### src/apvn_pkg.sv
package apvn_pkg;

  // Fixed-point format and derived widths
  localparam int FRAC_BITS = 16;
  localparam int CW        = 32;                 // coordinate width
  localparam int QW        = FRAC_BITS + 1;      // quotient bits of a unit component
  localparam int NW        = CW + FRAC_BITS + 1; // dividend width
  localparam int RW        = CW + 1;             // divider remainder width
  localparam int ROWS      = 6;                  // matrix words

  localparam logic [2:0] REG_MODE = 3'd6;

  typedef enum logic [1:0] {
    KIND_POINT  = 2'd0,
    KIND_VECTOR = 2'd1,
    KIND_NORMAL = 2'd2,
    KIND_SPARE  = 2'd3
  } kind_t;

  typedef enum logic [1:0] {
    MODE_TRANSLATE = 2'd0,
    MODE_SCALE     = 2'd1,
    MODE_ROTATE    = 2'd2,
    MODE_MIXED     = 2'd3
  } mode_t;

  typedef struct packed {
    logic [1:0]           req_type;
    logic signed [CW-1:0] in_x;
    logic signed [CW-1:0] in_y;
    logic signed [CW-1:0] in_z;
  } in_word_t;

  typedef struct packed {
    logic signed [CW-1:0] out_x;
    logic signed [CW-1:0] out_y;
    logic signed [CW-1:0] out_z;
    logic                 saturated;
    logic                 zero_normal;
  } out_word_t;

  typedef struct packed {
    logic [ROWS-1:0][63:0] row;
    mode_t                 mode;
  } cfg_t;

  // word passed from the front end to the back end
  typedef struct packed {
    logic [2:0][CW-1:0] r;
    logic               sat;
    logic               norm;
  } mid_t;

  // matrix entry of row r, column col (col 3 is translation)
  function automatic logic signed [CW-1:0] entry(cfg_t c, logic [1:0] r, logic [1:0] col);
    logic [63:0] w;
    w = c.row[3'(r) * 3'd2 + 3'(col[1])];
    return col[0] ? w[63:32] : w[31:0];
  endfunction

endpackage

### src/apvn_queue.sv
module apvn_queue (
  input  logic           clk,
  input  logic           rst,
  input  logic           push,
  input  apvn_pkg::mid_t wdata,
  input  logic           pop,
  output logic           valid,
  output logic           full,
  output apvn_pkg::mid_t rdata
);
  import apvn_pkg::*;

  mid_t       slot [2];
  logic       wp;
  logic       rp;
  logic [1:0] count;
  logic       take;

  assign valid = (count != 2'd0);
  assign full  = (count == 2'd2);
  assign take  = pop && valid;
  assign rdata = slot[rp];

  always_ff @(posedge clk) begin
    if (push) slot[wp] <= wdata;
  end

  // pointers and fill count
  always_ff @(posedge clk) begin
    if (rst) begin
      wp    <= 1'b0;
      rp    <= 1'b0;
      count <= 2'd0;
    end else begin
      if (push) wp <= ~wp;
      if (take) rp <= ~rp;
      count <= count + 2'(push) - 2'(take);
    end
  end

  a_no_overflow: assert property (@(posedge clk) disable iff (rst)
    !(push && full)) else $error("queue overflow");

endmodule

### config.mk
export PLATFORM = sky130hd
export DESIGN_NAME = apvn_queue
export DESIGN_NICKNAME = d
export VERILOG_FILES = /design/src/apvn_pkg.sv /design/src/apvn_queue.sv
export SDC_FILE = /design/constraint.sdc
export NUM_CORES = 1
export LEC_CHECK = 0
export ABC_AREA = 1
export CORE_ASPECT_RATIO = 0.9
export CORE_MARGIN = 10
export CORE_UTILIZATION = 40
export CTS_CLUSTER_DIAMETER = 30
export DETAILED_ROUTE_END_ITERATION = 8
export DONT_BUFFER_PORTS = 1
export HOLD_SLACK_MARGIN = 0.03
export PLACE_DENSITY = 0.63
export SYNTH_ARGS = -nofsm -noshare
export SYNTH_HDL_FRONTEND = slang
export SYNTH_SLANG_ARGS = --single-unit
### constraint.sdc
create_clock -name clk -period 4.9 [get_ports clk]
set_clock_uncertainty 0.15 [all_clocks]
set_input_delay 0.49 -clock clk [delete_from_list [all_inputs] [get_ports clk]]
set_output_delay 0.49 -clock clk [all_outputs]
set_load 0.05 [all_outputs]
## Yosys cells after proc, flatten, opt, wreduce, memory -nomap -nowiden

Memories as Yosys holds them, arrays and structs flattened. A register that Yosys moved wholly into a read port is not among the register bits.
Cells that the tools add are included.

- Add/subtract/negate cells: 2
- Eq/ne operators: 1
- Multiplexer cells: 4
- Bitwise logic cells: 2
- Reductions and logical operators: 2

Operators with widths:

| operator | number |
|---|---|
| $mux 1 | 4 |
| $add 2x1->2 | 1 |
| $eq 2x2->1 const B | 1 |
| $not 1->1 | 2 |
| $reduce_bool 2->1 | 1 |
| $sub 2x1->2 | 1 |
| $logic_and 1x1->1 | 1 |

- Flip-flop bits (word level): 4
- Memory bits (writable): 196
- Input port bits: 102
- Output and inout bits: 100
- Word-level logic and storage cells: 15
- Memories: 1

Memory list:

| name | words | width | read ports | clocked after memory_dff | wr ports | RTL line | RTL |
|---|---|---|---|---|---|---|---|
| slot | 2 | 98 | 1 | 1 | 1 | apvn_queue.sv:13 | `mid_t slot [2];` |

## Logic depth before layout (Yosys ltp)

- Word-level depth: 4
- Mapped depth: 10
- Depth with buffers taken out: 10

## Worst setup path before layout

Ideal clock, no wire load.

- Path kind: input -> register
- Start: in push
- End: mem slot[0][0] (netlist name), enable pin
- Library setup time: 0.558 ns
- Data arrival time: 4.632 ns
- Data required time: 4.192 ns
- Setup slack: -0.441 ns
- Cell stages on the path: 2
- Path buffers: 0
- Cell sequence: inv_1 -> nor2_1

- Cells in the longest elaborated chain, start to end: 2

Ends and longest elaborated chain:

| element | RTL line | RTL |
|---|---|---|
| start, declared | apvn_queue.sv:4 | `input logic push,` |
| $mux 1 | apvn_queue.sv:25 | `if (push) slot[wp] <= wdata;` |
| $mux 1 (implied by the code) | apvn_queue.sv:25 |  |
| end, declared | apvn_queue.sv:13 |  |

Every way passes these cells.

==> impl.org <==
** Status
- Run status :: finished, final reports clean

** Clocking
- Number of clock sinks :: 201
- TritonCTS clock tree :: built
- Clock edge transition at the registers on the reported setup and hold paths :: 0.04 ns
- Num CTS Buffers :: 36
- Clock latency of the later-clocked register in the worst-skew pair :: 0.49 ns
- The clock passes through at most 3 buffers.
- CTS built an H-tree with a depth of 2.
- Clock tree synthesis selected as its root buffer the cell sky130_fd_sc_hd__clkbuf_16.
- Once the clock tree was built, the setup fixing pass inserted 0 buffers.

** Power
- The share of total power dissipated in combinational logic is 0.204.
- The internal portion of the total power is 3887 uW.
- Overall power after layout :: 5653 uW
- Share of total power in the clock network :: 0.423
- The analysis attributes to cell leakage a power of 0.003426 uW.
- Dividing total power by cell area gives a power density of 573.5 mW/mm^2.
- The share of total power dissipated in sequential elements is 0.374.
- Switching power of the nets :: 1765 uW
- Of the total power, the share spent switching nets is 0.3123.
- Max rail drop VDD :: 0.0004792 V

** Setup path
- Worst endpoint required time :: 4.26 ns
- The worst setup path is captured at an output pin.
- Arrival time reported for the critical path endpoint :: 2.61 ns
- Critical-path maximum fanout :: 81
- Type of element launching the critical path :: flip-flop
- Type of the setup path with the least slack :: flip-flop to output pin

** Yosys
- Fraction of the yosys area taken by sequential cells :: 0.8107
- Syn avg cell area :: 21.65 um^2
- Number of flops mapped to enable cells by yosys :: 196
- Number of standard cells after synthesis :: 341
- Most instantiated cells after synthesis :: sky130_fd_sc_hd__edfxtp_1 (196), sky130_fd_sc_hd__mux2_2 (78), sky130_fd_sc_hd__mux2_4 (20)
- Area share of the largest cell type after synthesis :: 0.7972
- Number of unique standard cell types used by synthesis :: 13
- In the synthesized netlist the async set-or-reset flop fraction comes to 0.
- Of all cell types, the one taking the most synthesized area is sky130_fd_sc_hd__edfxtp_1.
- Post-synthesis register bit count :: 201
- Ranked by total cell area, the synthesized netlist is headed by sky130_fd_sc_hd__edfxtp_1 (80%), sky130_fd_sc_hd__mux2_2 (12%), sky130_fd_sc_hd__mux2_4 (4.1%).
- sky130_fd_sc_hd__edfxtp_1 is the most common cell in the netlist.
- After synthesis the cells add up to 0.007383 mm^2.
- Most used flip-flop cell after synthesis :: sky130_fd_sc_hd__edfxtp_1
- During synthesis, Yosys emitted a total of 0 warnings.
- Synthesis produced a netlist with a net count of 445.

** Timing
- Setup repair after global routing left no endpoint under its margin.
- Final slew viol count :: 0
- Highest attainable clock frequency :: 0.3076 GHz
- Setup violations, final :: 0
- Transition at the pin with the smallest max-transition slack :: 1.152 ns
- In this run the tightest slew margin relative to its limit is 0.2317.
- Hold violation count in the final report :: 0
- After layout, the minimum clock period comes to 3.251 ns.
- In the final timing run, aggregate negative setup slack is 0 ns.
- Post-route clock period utilization :: 0.6635

** Route
- Post-route DRC :: 0
- Iteration-0 DRC Markers :: 149
- The first detailed-routing pass took 4 iterations.
- Total number of vias :: 3,539
- Once detail routing completed, the nets flagged for antenna violations numbered 0.
- Dividing the detail-routed wire length by the instance count gives 20.60 um.
- For this block, the routed nets add up to 15.37 mm of wire.
- In the routed layout, each cell is associated on average with a via count of 4.744.

** Cells and area
- In the final layout, the share of cells above drive strength 1 is 0.3287.
- Measured on the finished design, the core utilization comes to 0.5390.
- The net count of the finished layout is 576.
- Compared with the post-synthesis result, the final layout area differs by 33.50%.

** Global routing
- Across every metal layer, demand over resource in global routing totals 0.1233.
- The initial antenna violation count is 2.
- Summed over all layers, the global routing overflow is 0.
- Entering global routing, the biggest net connects 82 pins.
- Number of global-route vias before repair :: 3,936
- First-pass GRT wire length :: 23.14 mm

** Placed design
- Number of port buffers :: 0
- Detailed placer's ending HPWL :: 9.758 mm
- At the end of routability-driven placement, the weighted congestion stood at 0.7117.

** Die
- Initial standard-cell utilization of the core :: 0.4037
- Area of the core :: 0.01829 mm^2
- Floorplan die width :: 163.2 um
- Number of placed I/O pins :: 202
- FP Rows :: 47
- Vert. Die Dim :: 148.9 um
- Area of the die :: 0.02430 mm^2

** Min path
- Worst min-delay path class :: input port to flip-flop

** Job
- # Max-Cap Violations :: 0
-- placed cells by master (no fill, tap or decap) --
master | Yosys | routed
sky130_fd_sc_hd__nand3_1 | 2 | 2
sky130_fd_sc_hd__clkbuf_16 | 0 | 36
sky130_fd_sc_hd__clkinv_4 | 0 | 6
sky130_fd_sc_hd__nor2_4 | 0 | 1
sky130_fd_sc_hd__clkinv_8 | 0 | 1
sky130_fd_sc_hd__inv_1 | 9 | 8
sky130_fd_sc_hd__inv_6 | 0 | 4
sky130_fd_sc_hd__dlygate4sd3_1 | 0 | 100
sky130_fd_sc_hd__bufinv_16 | 0 | 4
sky130_fd_sc_hd__clkinvlp_4 | 0 | 4
sky130_fd_sc_hd__dfxtp_1 | 5 | 4
sky130_fd_sc_hd__edfxtp_1 | 196 | 196
sky130_fd_sc_hd__mux2_4 | 20 | 20
sky130_fd_sc_hd__a21oi_1 | 1 | 1
sky130_fd_sc_hd__nor3_1 | 1 | 1
sky130_fd_sc_hd__clkbuf_1 | 0 | 1
sky130_fd_sc_hd__clkinv_2 | 0 | 4
sky130_fd_sc_hd__mux2_2 | 78 | 78
sky130_fd_sc_hd__clkinv_1 | 0 | 5
sky130_fd_sc_hd__nand2_1 | 6 | 6
sky130_fd_sc_hd__buf_4 | 0 | 4
sky130_fd_sc_hd__ha_1 | 2 | 2
sky130_fd_sc_hd__nor2_1 | 10 | 9
sky130_fd_sc_hd__inv_4 | 0 | 1
sky130_fd_sc_hd__diode_2 | 0 | 2
sky130_fd_sc_hd__dfxtp_4 | 0 | 1
-- worst max-delay path: stages (launching register included) --
cell and delay, ns:
sky130_fd_sc_hd__dfxtp_4 1.09, sky130_fd_sc_hd__buf_4 0.44, sky130_fd_sc_hd__mux2_2 0.52
-- flip-flops by register name, indices dropped and copies added (netlist names), named ones only --
name / cells
wp: 1
rp: 1
slot: 196
count: 2
-- cell families after synthesis --
group / share of synthesized area
adder cells (fa/ha/maj): 0.003389
multiplexers: 0.1596
flip-flops: 0.8107
AO/OA/AOI/OAI: 0.0006772
buffers and inverters: 0.01542
AND/OR/NAND/NOR: 0.01017
-- per-layer routing --
| layer | wire length [um] | vias to the layer above | GRT usage |
|---|---|---|---|
| met5 | 0 | - | 0 |
| met4 | 377 | 0 | 0.04910 |
| met3 | 1665 | 35 | 0.06429 |
| met2 | 7682 | 161 | 0.2030 |
| met1 | 5643 | 1724 | 0.1314 |
| li1 | - | 1619 | - |
-- worst paths after layout --
check	startpoint	endpoint	slack (ns)	cells after the start
hold / removal	pop	flip-flop	0.07	3
setup reg to reg	wp	slot[1][2]	2.68	3
hold reg to reg	rp	rp	0.36	2
setup / recovery	flip-flop	rdata[76]	1.65	2
-- what timing repair did --
item                                    in CTS  in global routing
hold endpoints to repair                   200                  0
endpoints found under the setup margin       0                  0
hold buffers                               100                  0
gates resized for setup                      0                  0
-- through the flow --
| stage | hold slack [ns] | cells | worst slack [ns] | instance area [um^2] |
|---|---|---|---|---|
| floorplan | 0.3175 | 341 | 1.264 | 7386 |
| global placement | 0.3351 | 579 | 2.148 | 7654 |
| detailed placement | 0.3512 | 579 | 2.116 | 7654 |
| CTS | 0.04872 | 744 | 1.605 | 9852 |
| global route | 0.09119 | 745 | 1.489 | 9854 |
| finish | 0.06530 | 746 | 1.649 | 9857 |
-- layout make-up --
class	count	area (um^2)
fill	1372	8432
clock buffer	37	904.6
antenna	2	5.005
tap	245	306.5
clock inverter	28	292.8
sequential	201	5989
inverter	9	36.28
multi-input combinational	120	1291
timing repair buffer	104	1031
-- power groups by stage --
stage / sequential (uW) / combinational (uW) / clock, uW
2_1_floorplan: 2060 / 1070 / 0
6_report: 2110 / 1150 / 2390
4_1_cts: 2110 / 1160 / 2430
3_3_place_gp: 2140 / 1070 / 0
3_5_place_dp: 2150 / 1080 / 0
5_1_grt: 2130 / 1200 / 2520
No activity file was read; power rests on OpenSTA's default activity.
